**src/rtl/gbb_pkg.sv**
```systemverilog
// Types and constants for the green blob bounding box block.
// No dependencies; imported by the top level and its checker.
package gbb_pkg;

  localparam int PIX_W      = 8;
  localparam int CNT_W      = 23;
  localparam int DIM_W      = 12;
  localparam int MARGIN_W   = 8;
  localparam int HUE_W      = 9;
  localparam int PCT_W      = 7;
  localparam int CFG_IDX_W  = 3;
  localparam int CFG_DATA_W = 23;
  localparam int HN_W       = 17;  // hue numerator, up to 360*255
  localparam int PROD_W     = 15;  // percent products, up to 127*255

  typedef logic [PIX_W-1:0]      pix_t;
  typedef logic [CNT_W-1:0]      cnt_t;
  typedef logic [CFG_IDX_W-1:0]  cfg_idx_t;
  typedef logic [CFG_DATA_W-1:0] cfg_data_t;

  // Register indexes
  localparam cfg_idx_t CFG_FRAME_WIDTH  = 3'd0;
  localparam cfg_idx_t CFG_FRAME_HEIGHT = 3'd1;
  localparam cfg_idx_t CFG_MIN_COUNT    = 3'd2;
  localparam cfg_idx_t CFG_RGB_MARGIN   = 3'd3;
  localparam cfg_idx_t CFG_HUE_LOW      = 3'd4;
  localparam cfg_idx_t CFG_HUE_HIGH     = 3'd5;
  localparam cfg_idx_t CFG_SAT_MIN      = 3'd6;
  localparam cfg_idx_t CFG_VAL_MIN      = 3'd7;

  // Reset values
  localparam logic [DIM_W-1:0]    RST_FRAME_WIDTH  = 12'd640;
  localparam logic [DIM_W-1:0]    RST_FRAME_HEIGHT = 12'd480;
  localparam cnt_t                RST_MIN_COUNT    = 23'd100;
  localparam logic [MARGIN_W-1:0] RST_RGB_MARGIN   = 8'd40;
  localparam logic [HUE_W-1:0]    RST_HUE_LOW      = 9'd50;
  localparam logic [HUE_W-1:0]    RST_HUE_HIGH     = 9'd150;
  localparam logic [PCT_W-1:0]    RST_SAT_MIN      = 7'd30;
  localparam logic [PCT_W-1:0]    RST_VAL_MIN      = 7'd25;

  localparam cnt_t COUNT_MAX = {CNT_W{1'b1}};

  // Fixed-point HSV constants
  localparam logic [PROD_W-1:0] PCT_SCALE  = 15'd100;
  localparam logic [PROD_W-1:0] FULL_SCALE = 15'd255;
  localparam logic [HN_W-1:0]   DEG_60     = 17'd60;
  localparam logic [HN_W-1:0]   DEG_120    = 17'd120;
  localparam logic [HN_W-1:0]   DEG_240    = 17'd240;
  localparam logic [HN_W-1:0]   DEG_360    = 17'd360;

endpackage

```
**src/rtl/green_blob_bounding_box.sv**
```systemverilog
// A pixel enters the input register on accept and is classified from there; the frame
// result enters the output register when the frame's last pixel leaves the input register.
// Throughput: one pixel per cycle unless stalled; the box/count update is a feedback loop.
// The input register stalls only when a frame result cannot enter a full output register.
// Reset (synchronous, rst_n low): registers take their defaults, counters clear,
// both registers empty. Needs gbb_pkg.
module green_blob_bounding_box #(
  parameter int MAX_WIDTH  = 2048,
  parameter int MAX_HEIGHT = 2048,
  localparam int COL_W = (MAX_WIDTH  > 1) ? $clog2(MAX_WIDTH)  : 1,
  localparam int ROW_W = (MAX_HEIGHT > 1) ? $clog2(MAX_HEIGHT) : 1
) (
  input  logic                clk,
  input  logic                rst_n,
  input  logic                cfg_we,
  input  gbb_pkg::cfg_idx_t   cfg_index,
  input  gbb_pkg::cfg_data_t  cfg_data,
  input  logic                in_valid,
  output logic                in_stall,
  input  gbb_pkg::pix_t       in_red,
  input  gbb_pkg::pix_t       in_green,
  input  gbb_pkg::pix_t       in_blue,
  output logic                out_valid,
  input  logic                out_stall,
  output logic                out_found,
  output logic [COL_W:0]      out_box_left,
  output logic [ROW_W:0]      out_box_top,
  output logic [COL_W-1:0]    out_box_right,
  output logic [ROW_W-1:0]    out_box_bottom,
  output gbb_pkg::cnt_t       out_green_count
);
  import gbb_pkg::*;

  // Configuration registers
  logic [DIM_W-1:0]    frame_width_r, frame_height_r;
  cnt_t                min_count_r;
  logic [MARGIN_W-1:0] rgb_margin_r;
  logic [HUE_W-1:0]    hue_low_r, hue_high_r;
  logic [PCT_W-1:0]    sat_min_r, val_min_r;

  // Input register
  logic s1_valid_r;
  pix_t red_r, green_r, blue_r;

  // Frame state
  logic [COL_W-1:0] column_r, least_col_r, great_col_r;
  logic [ROW_W-1:0] row_r, least_row_r, great_row_r;
  cnt_t             hit_count_r;

  // Output register
  logic             out_valid_r, found_r;
  logic [COL_W:0]   left_r;
  logic [ROW_W:0]   top_r;
  logic [COL_W-1:0] right_r;
  logic [ROW_W-1:0] bottom_r;
  cnt_t             count_r;

  logic [COL_W:0] eff_w;
  logic [ROW_W:0] eff_h;
  logic           row_end, frame_end, out_free, s1_go, in_accept;

  // Classification
  pix_t             mx, mn, d;
  logic             red_max, green_max;
  logic [PROD_W-1:0] val_lhs, val_rhs, sat_lhs, sat_rhs;
  logic [HN_W-1:0]  hue_n, lo_d, hi_d;
  logic [PIX_W:0]   red_m, blue_m;
  logic             rgb_hit, hsv_hit, hit;

  // Updated frame state for the current pixel
  logic [COL_W-1:0] least_col_nxt, great_col_nxt;
  logic [ROW_W-1:0] least_row_nxt, great_row_nxt;
  cnt_t             hit_count_nxt;
  logic             any_hit;

  always_comb begin
    if (frame_width_r == '0) begin
      eff_w = (COL_W+1)'(1);
    end else if ({1'b0, frame_width_r} > 13'(MAX_WIDTH)) begin
      eff_w = (COL_W+1)'(MAX_WIDTH);
    end else begin
      eff_w = (COL_W+1)'(frame_width_r);
    end
    if (frame_height_r == '0) begin
      eff_h = (ROW_W+1)'(1);
    end else if ({1'b0, frame_height_r} > 13'(MAX_HEIGHT)) begin
      eff_h = (ROW_W+1)'(MAX_HEIGHT);
    end else begin
      eff_h = (ROW_W+1)'(frame_height_r);
    end
  end

  assign row_end   = {1'b0, column_r} >= (eff_w - 1'b1);
  assign frame_end = row_end && ({1'b0, row_r} >= (eff_h - 1'b1));

  assign out_free  = !out_valid_r || !out_stall;
  assign s1_go     = s1_valid_r && (!frame_end || out_free);
  assign in_stall  = s1_valid_r && !s1_go;
  assign in_accept = in_valid && !in_stall;

  // HSV window, ties on the maximum go to red, then green
  always_comb begin
    red_max   = (red_r >= green_r) && (red_r >= blue_r);
    green_max = !red_max && (green_r >= blue_r);
    mx = red_max ? red_r : (green_max ? green_r : blue_r);
    mn = red_r;
    if (green_r < mn) mn = green_r;
    if (blue_r < mn)  mn = blue_r;
    d = mx - mn;

    val_lhs = PROD_W'(mx) * PCT_SCALE;
    val_rhs = PROD_W'(val_min_r) * FULL_SCALE;
    sat_lhs = PROD_W'(d) * PCT_SCALE;
    sat_rhs = PROD_W'(sat_min_r) * PROD_W'(mx);

    // Hue numerator in degrees*d; true value is non-negative so wrapping is harmless
    if (red_max) begin
      if (green_r >= blue_r) begin
        hue_n = DEG_60 * HN_W'(green_r) - DEG_60 * HN_W'(blue_r);
      end else begin
        hue_n = DEG_360 * HN_W'(d) + DEG_60 * HN_W'(green_r) - DEG_60 * HN_W'(blue_r);
      end
    end else if (green_max) begin
      hue_n = DEG_120 * HN_W'(d) + DEG_60 * HN_W'(blue_r) - DEG_60 * HN_W'(red_r);
    end else begin
      hue_n = DEG_240 * HN_W'(d) + DEG_60 * HN_W'(red_r) - DEG_60 * HN_W'(green_r);
    end
    lo_d = HN_W'(hue_low_r) * HN_W'(d);
    hi_d = HN_W'(hue_high_r) * HN_W'(d);

    hsv_hit = (val_lhs > val_rhs) && (sat_lhs > sat_rhs) && (hue_n > lo_d) && (hue_n < hi_d);

    red_m   = {1'b0, red_r}  + {1'b0, rgb_margin_r};
    blue_m  = {1'b0, blue_r} + {1'b0, rgb_margin_r};
    rgb_hit = ({1'b0, green_r} > red_m) && ({1'b0, green_r} > blue_m);

    hit = rgb_hit || hsv_hit;
  end

  // Box and count update; the first hit of a frame loads the corners directly
  always_comb begin
    least_col_nxt = least_col_r;
    great_col_nxt = great_col_r;
    least_row_nxt = least_row_r;
    great_row_nxt = great_row_r;
    hit_count_nxt = hit_count_r;
    if (hit) begin
      if (hit_count_r == '0) begin
        least_col_nxt = column_r;
        great_col_nxt = column_r;
        least_row_nxt = row_r;
        great_row_nxt = row_r;
      end else begin
        if (column_r < least_col_r) least_col_nxt = column_r;
        if (column_r > great_col_r) great_col_nxt = column_r;
        if (row_r < least_row_r)    least_row_nxt = row_r;
        if (row_r > great_row_r)    great_row_nxt = row_r;
      end
      if (hit_count_r != COUNT_MAX) hit_count_nxt = hit_count_r + 1'b1;
    end
    any_hit = hit_count_nxt != '0;
  end

  always_ff @(posedge clk) begin
    if (!rst_n) begin
      frame_width_r  <= RST_FRAME_WIDTH;
      frame_height_r <= RST_FRAME_HEIGHT;
      min_count_r    <= RST_MIN_COUNT;
      rgb_margin_r   <= RST_RGB_MARGIN;
      hue_low_r      <= RST_HUE_LOW;
      hue_high_r     <= RST_HUE_HIGH;
      sat_min_r      <= RST_SAT_MIN;
      val_min_r      <= RST_VAL_MIN;
    end else if (cfg_we) begin
      case (cfg_index)
        CFG_FRAME_WIDTH:  frame_width_r  <= cfg_data[DIM_W-1:0];
        CFG_FRAME_HEIGHT: frame_height_r <= cfg_data[DIM_W-1:0];
        CFG_MIN_COUNT:    min_count_r    <= cfg_data[CNT_W-1:0];
        CFG_RGB_MARGIN:   rgb_margin_r   <= cfg_data[MARGIN_W-1:0];
        CFG_HUE_LOW:      hue_low_r      <= cfg_data[HUE_W-1:0];
        CFG_HUE_HIGH:     hue_high_r     <= cfg_data[HUE_W-1:0];
        CFG_SAT_MIN:      sat_min_r      <= cfg_data[PCT_W-1:0];
        CFG_VAL_MIN:      val_min_r      <= cfg_data[PCT_W-1:0];
        default: ;
      endcase
    end
  end

  always_ff @(posedge clk) begin
    if (!rst_n) begin
      s1_valid_r  <= 1'b0;
      column_r    <= '0;
      row_r       <= '0;
      hit_count_r <= '0;
      out_valid_r <= 1'b0;
    end else begin
      s1_valid_r <= in_accept || (s1_valid_r && !s1_go);
      if (s1_go) begin
        if (frame_end) begin
          column_r    <= '0;
          row_r       <= '0;
          hit_count_r <= '0;
        end else begin
          hit_count_r <= hit_count_nxt;
          if (row_end) begin
            column_r <= '0;
            row_r    <= row_r + 1'b1;
          end else begin
            column_r <= column_r + 1'b1;
          end
        end
      end
      if (s1_go && frame_end) begin
        out_valid_r <= 1'b1;
      end else if (!out_stall) begin
        out_valid_r <= 1'b0;
      end
    end
  end

  // Payload registers
  always_ff @(posedge clk) begin
    if (in_accept) begin
      red_r   <= in_red;
      green_r <= in_green;
      blue_r  <= in_blue;
    end
    if (s1_go) begin
      least_col_r <= least_col_nxt;
      great_col_r <= great_col_nxt;
      least_row_r <= least_row_nxt;
      great_row_r <= great_row_nxt;
    end
    if (s1_go && frame_end) begin
      found_r  <= hit_count_nxt > min_count_r;
      left_r   <= any_hit ? {1'b0, least_col_nxt} : eff_w;
      top_r    <= any_hit ? {1'b0, least_row_nxt} : eff_h;
      right_r  <= any_hit ? great_col_nxt : '0;
      bottom_r <= any_hit ? great_row_nxt : '0;
      count_r  <= hit_count_nxt;
    end
  end

  assign out_valid       = out_valid_r;
  assign out_found       = found_r;
  assign out_box_left    = left_r;
  assign out_box_top     = top_r;
  assign out_box_right   = right_r;
  assign out_box_bottom  = bottom_r;
  assign out_green_count = count_r;

endmodule

```
**config.mk**
```make
export PLATFORM = sky130hd
export DESIGN_NAME = green_blob_bounding_box
export DESIGN_NICKNAME = d
export VERILOG_FILES = /design/src/rtl/gbb_pkg.sv /design/src/rtl/green_blob_bounding_box.sv
export SDC_FILE = /design/constraint.sdc
export NUM_CORES = 2
export LEC_CHECK = 0
export BUFFER_PORTS_ARGS = -buffer_cell sky130_fd_sc_hd__buf_4
export CAP_MARGIN = 20
export CORE_ASPECT_RATIO = 1.2
export CORE_UTILIZATION = 52
export DETAILED_ROUTE_END_ITERATION = 8
export MAX_ROUTING_LAYER = met4
export PLACE_DENSITY_LB_ADDON = 0.05
export SLEW_MARGIN = 20
export SYNTH_ARGS = -nofsm -noshare
export SYNTH_HDL_FRONTEND = slang
export SYNTH_SLANG_ARGS = --single-unit
```
**constraint.sdc**
```tcl
create_clock -name clk -period 15.5 [get_ports clk]
set_clock_uncertainty 0.15 [all_clocks]
set_input_delay 1.55 -clock clk [delete_from_list [all_inputs] [get_ports clk]]
set_output_delay 1.55 -clock clk [all_outputs]
set_load 0.1 [all_outputs]
```
# Yosys cells after proc, flatten, opt, wreduce, memory -nomap -nowiden
# Cells that the tools add are included.
# Widths: inputs -> output; s select.
[op_classes]
addsub = 15
multipliers = 12
n_lt_le_gt_ge = 20
eq_ne = 9
muxes = 34
n_reduce_logical = 36
[op_table]
columns = ["operator", "n"]
rows = [
  ["$mux 11", 18],
  ["$mux 23", 3],
  ["$mul 4x8->12 const A", 5],
  ["$mux 17", 3],
  ["$mux 12", 4],
  ["$mul 9x8->17", 2],
  ["$sub 17x14->17", 2],
  ["$mux 8", 4],
  ["$gt 15x15->1", 2],
  ["$mul 8x5->13 const B", 2],
  ["$ge 11x12->1", 2],
  ["$ge 8x8->1", 3],
  ["$gt 12x12->1 const B", 2],
  ["$logic_not 12->1", 2],
  ["$sub 12x1->12 const B", 2],
  ["$add 23x1->23 const B", 1],
  ["$gt 23x23->1", 1],
  ["$logic_not 23->1", 1],
  ["$ne 23x23->1 const B", 1],
  ["$reduce_bool 23->1", 1],
  ["$add 11x1->11 const B", 2],
  ["$gt 11x11->1", 2],
  ["$lt 11x11->1", 2],
  ["$add 8x8->9", 2],
  ["other kinds (24)", 57],
]
[totals]
reg_bits = 272
elab_cells = 154

# Longest topological paths before layout
[logic_depth]
ltp_word = 19
depth_mapped = 70
ltp_nobuf = 68

# Least setup slack after synthesis
# No wires, ideal clock.
[synth_timing]
kind = "register to register"
startpoint = "reg red_r[1]"
endpoint = "reg found_r, in the netlist out_found, data pin"
setup_time_ps = 265
arrival_ps = 13204
t_required_ps = 15085
path_slack_ps = 1881
stages_incl_launch_ff = 68
n_path_buf = 3
synth_period_minus_slack_ps = 13619
cell_sequence = "edfxtp_1 > inv_1 > ha_1 > nor2b_1 > o211ai_1 > a21oi_1 > nor2_1 > mux2i_1 > ha_1 > a2111oi_0 > a31oi_1 > clkbuf_1 > a21oi_1 > ha_1 > inv_1 > fa_1 > a21o_1 > a21o_1 > (+32 left out) > o31ai_4 > and2_4 > buf_2 > nand2_1 > o21ai_0 > ha_1 > nor2b_1 > o21ai_0 > nand2b_1 > a21oi_1 > nor2b_1 > o21ai_0 > nand2b_1 > a21oi_1 > o21a_1 > o21ai_0 > a21oi_1 > a21oi_1"
[synth_via]
elab_chain_len = 18
word_cells_on_any_way = 43
classes_between = "add/sub (8); mul (9); order compare (10); mux (8); reduce/logical (8)"
[synth_lines]
columns = ["item", "line", "text"]
rows = [
  ["start, declared", "green_blob_bounding_box.sv:43", "pix_t red_r, green_r, blue_r;"],
  ["start signal, assigned", "green_blob_bounding_box.sv:224", "red_r <= in_red;"],
  ["branches (longest 15 deep; another with $add 17x14->17)", "--", ""],
  ["$logic_or 1x1->1 (*)", "green_blob_bounding_box.sv:137", "hit = rgb_hit || hsv_hit;"],
  ["$mux 23 (*)", "green_blob_bounding_box.sv:147", "if (hit) begin"],
  ["named net hit_count_nxt[1]", "green_blob_bounding_box.sv:73", "cnt_t hit_count_nxt;"],
  ["$gt 23x23->1 (*)", "green_blob_bounding_box.sv:235", "found_r <= hit_count_nxt > min_count_r;"],
  ["end signal, assigned", "green_blob_bounding_box.sv:235", ""],
  ["end, declared", "green_blob_bounding_box.sv:51", "logic out_valid_r, found_r;"],
]
# Mark *: on every way through the listed nets, which the timed path passes.
# A chain may end at the register's enable or synchronous reset.

# Worst setup path in the final report
[layout_timing]
startpoint = "reg red_r[5]"
endpoint = "reg found_r, in the netlist out_found, data pin"
# The elaborated chain is that of the path after synthesis.

==> flow_summary.yaml <==
grt:
  grt_pass1_vias: 26617
  grt_max_degree: 77
  grt_overflow: 0
  grt_pass1_wl_mm: 144
  grt_use_total: 0.300
  antenna_found_initial: 3
setup_path:
  critical_path_depth: 62
  required_ns: 15.64
  crit_family: "compound AO/OA/AOI/OAI gates"
  rr_worst_depth: 62
  crit_type: "reg2reg"
  end_kind: "register"
  slowest_delay_ns: 0.62
  crit_path_start_kind: "register"
  cp_max_fo: 14
  cp_slowest_cell: "edfxtp_1"
  cp.arrival_ns: 14.41
  path_buf_inv: 7
sta:
  rsz0062_at_grt: "false"
  holdWs_ns: 0.305
  period_share: 0.920
  max_slew.worst_pin.slew_ns: 1.08
  period_needed_ns: 14.27
  maxSlewViolCount: 0
  max_freq_mhz: 70.1
  fin_setup_tns_ns: 0
  finalSetupViolations: 0
  finalHoldViolCount: 0
  relSlewSlack: 0.283
detailed_routing:
  num_vias: 25878
  drt_iter0_markers: 1328
  drc: 0
  wire_per_inst_microns: 19.8
  drt-total-wl_mm: 90.7
  drt_first_pass_iters: 6
  ant_nets: 0
  vias_per_cell: 5.64
clocking:
  htree_levels: 2
  clk-insertion-delay-late_ns: 0.57
  clk_pin_slew_ns: 0.06
  clockRootBuffer: "clkbuf_16"
  cts_tree: "yes"
  cts_num_sinks: 272
  cts_max_path_buffers: 3
  cts_buffers: 34
floorplan:
  dieWidth_microns: 230
  die_h_microns: 276
  start_util: 0.524
  core.rowCount: 100
  fp.coreArea_sq_mm: 0.0619
  die-area_sq_mm: 0.0635
  ios: 127
final_layout:
  area_growth_pct: 9.50
  drive_above_1_share: 0.0750
  layout_common_cells: "557 x ha_1, 526 x inv_1, 406 x nand2_1"
  fillers: 5616
  fin_nets: 4597
  final_common_cell: "ha_1"
logic_synthesis:
  synth_area_sq_mm: 0.0325
  seq_area_frac_synth: 0.210
  ys_types: 75
  syn_inst: 3641
  syn-mean-instance-area_sq_um: 8.92
  synth_flop_cell: "edfxtp_1"
  synth_edf_count: 138
  synth-seq-cells: 272
  synth_nets: 4491
  async_reset_ff_frac: 0
  yosysWarnings: 0
placed_design:
  hpwl_mm: 72.5
  place.gp.congestion: 0.925
  io_buffers: 126
flow_run:
  maxCapViolCount: 0
min_path:
  hold_path.class: "reg2reg"
  min_delay_path_depth: 2
run_status:
  run_status: "completed"
-- metrics by stage --
step,setup slack [ns],utilization,instances,instance area [sq um]
3_3_place_gp,1.08,0.556,4525,34400
2_1_floorplan,1.88,-,3641,32500
3_5_place_dp,0.748,0.556,4525,34400
6_report,1.23,0.574,4592,35600
5_1_grt,0.0904,0.574,4592,35600
4_1_cts,0.618,0.573,4587,35500
-- tightest hold or removal path: cells and delay by family, from the launching register on --
kind	cells	cell delay [ns]
AOI/OAI and AO/OA	1	0.05
DFF	1	0.30
and+or+nand+nor	1	0.05
-- layout make-up --
type | count | area (sq um) | area share
Timing Repair Buffer | 172 | 1300 | 0.0367
Tap cell | 816 | 1020 | 0.0287
Antenna cell | 3 | 7.51 | 0.000211
Clock inverter | 16 | 145 | 0.00408
Clock buffer | 46 | 938 | 0.0264
Multi-Input combinational cell | 2738 | 23300 | 0.656
Sequential cell | 272 | 6830 | 0.192
Inverter | 529 | 1990 | 0.0558
-- routing by layer --
metal  part of all wire  global-route usage  up-vias
li1                   -                   -    12514
met1               0.43               0.365    12699
met2               0.50               0.517      530
met3              0.041              0.0367      135
met4              0.032              0.0918        0
met5                  0                   -        -
-- synth_stat cells (12+ instances only) --
master / count / area share
a211oi_1: 21 / 0.0049
a21boi_0: 12 / 0.0028
a21o_1: 73 / 0.017
a21oi_1: 285 / 0.044
a22oi_1: 14 / 0.0032
and2_1: 104 / 0.020
and3_1: 20 / 0.0039
clkbuf_1: 79 / 0.0091
dfxtp_1: 134 / 0.083
edfxtp_1: 138 / 0.13
fa_1: 238 / 0.15
ha_1: 557 / 0.21
inv_1: 526 / 0.061
mux2_2: 27 / 0.0094
mux2i_1: 49 / 0.015
nand2_1: 406 / 0.047
nand2b_1: 22 / 0.0042
nand3_1: 56 / 0.0086
nand4_1: 40 / 0.0077
nor2_1: 138 / 0.016
nor2b_1: 49 / 0.0094
nor3_1: 34 / 0.0052
o211ai_1: 18 / 0.0042
o21a_1: 34 / 0.0079
o21ai_0: 144 / 0.022
o21ai_1: 13 / 0.0020
o21bai_1: 50 / 0.012
or3_1: 19 / 0.0037
xnor2_1: 124 / 0.033
xor2_1: 79 / 0.021
-- cells by family (layout without fill, tap and decap cells) --
family / Yosys count / count (layout) / share of synthesized area
DFF: 272 / 272 / 0.210
buffers and inverters: 631 / 763 / 0.0746
muxes: 86 / 86 / 0.0279
and+or+nand+nor: 931 / 931 / 0.136
xor gates and xnor gates: 203 / 203 / 0.0547
adders and majority gates: 795 / 795 / 0.361
AOI/OAI and AO/OA: 723 / 723 / 0.136
other: 0 / 3 / 0
-- sequential cells by signal (all words and copies together), names as in the netlist, 12 cells and up --
| register | cells |
|---|---|
| hit_count_r | 23 |
| out_green_count | 23 |
| out_box_top | 12 |
| frame_width_r | 12 |
| frame_height_r | 12 |
| out_box_left | 12 |
| min_count_r | 23 |
-- path summary, 6_finish.rpt --
path / from / end / slack (ns)
hold reg to reg: min_count_r[22] / min_count_r[22] / 0.30
hold / removal: min_count_r[22] / min_count_r[22] / 0.30
setup reg to reg: red_r[5] / out_found / 1.23
setup / recovery: red_r[5] / out_found / 1.23
-- repair_timing --
| action | CTS | global route |
|---|---|---|
| gates resized for setup | 0 | 3 |
| endpoints found under the setup margin | 0 | 47 |
| hold buffers | 0 | 0 |
| buffers inserted | 0 | 2 |
Power is not shown: default switching activity piles up to over one toggle a cycle in this logic, so the estimate is an artifact.
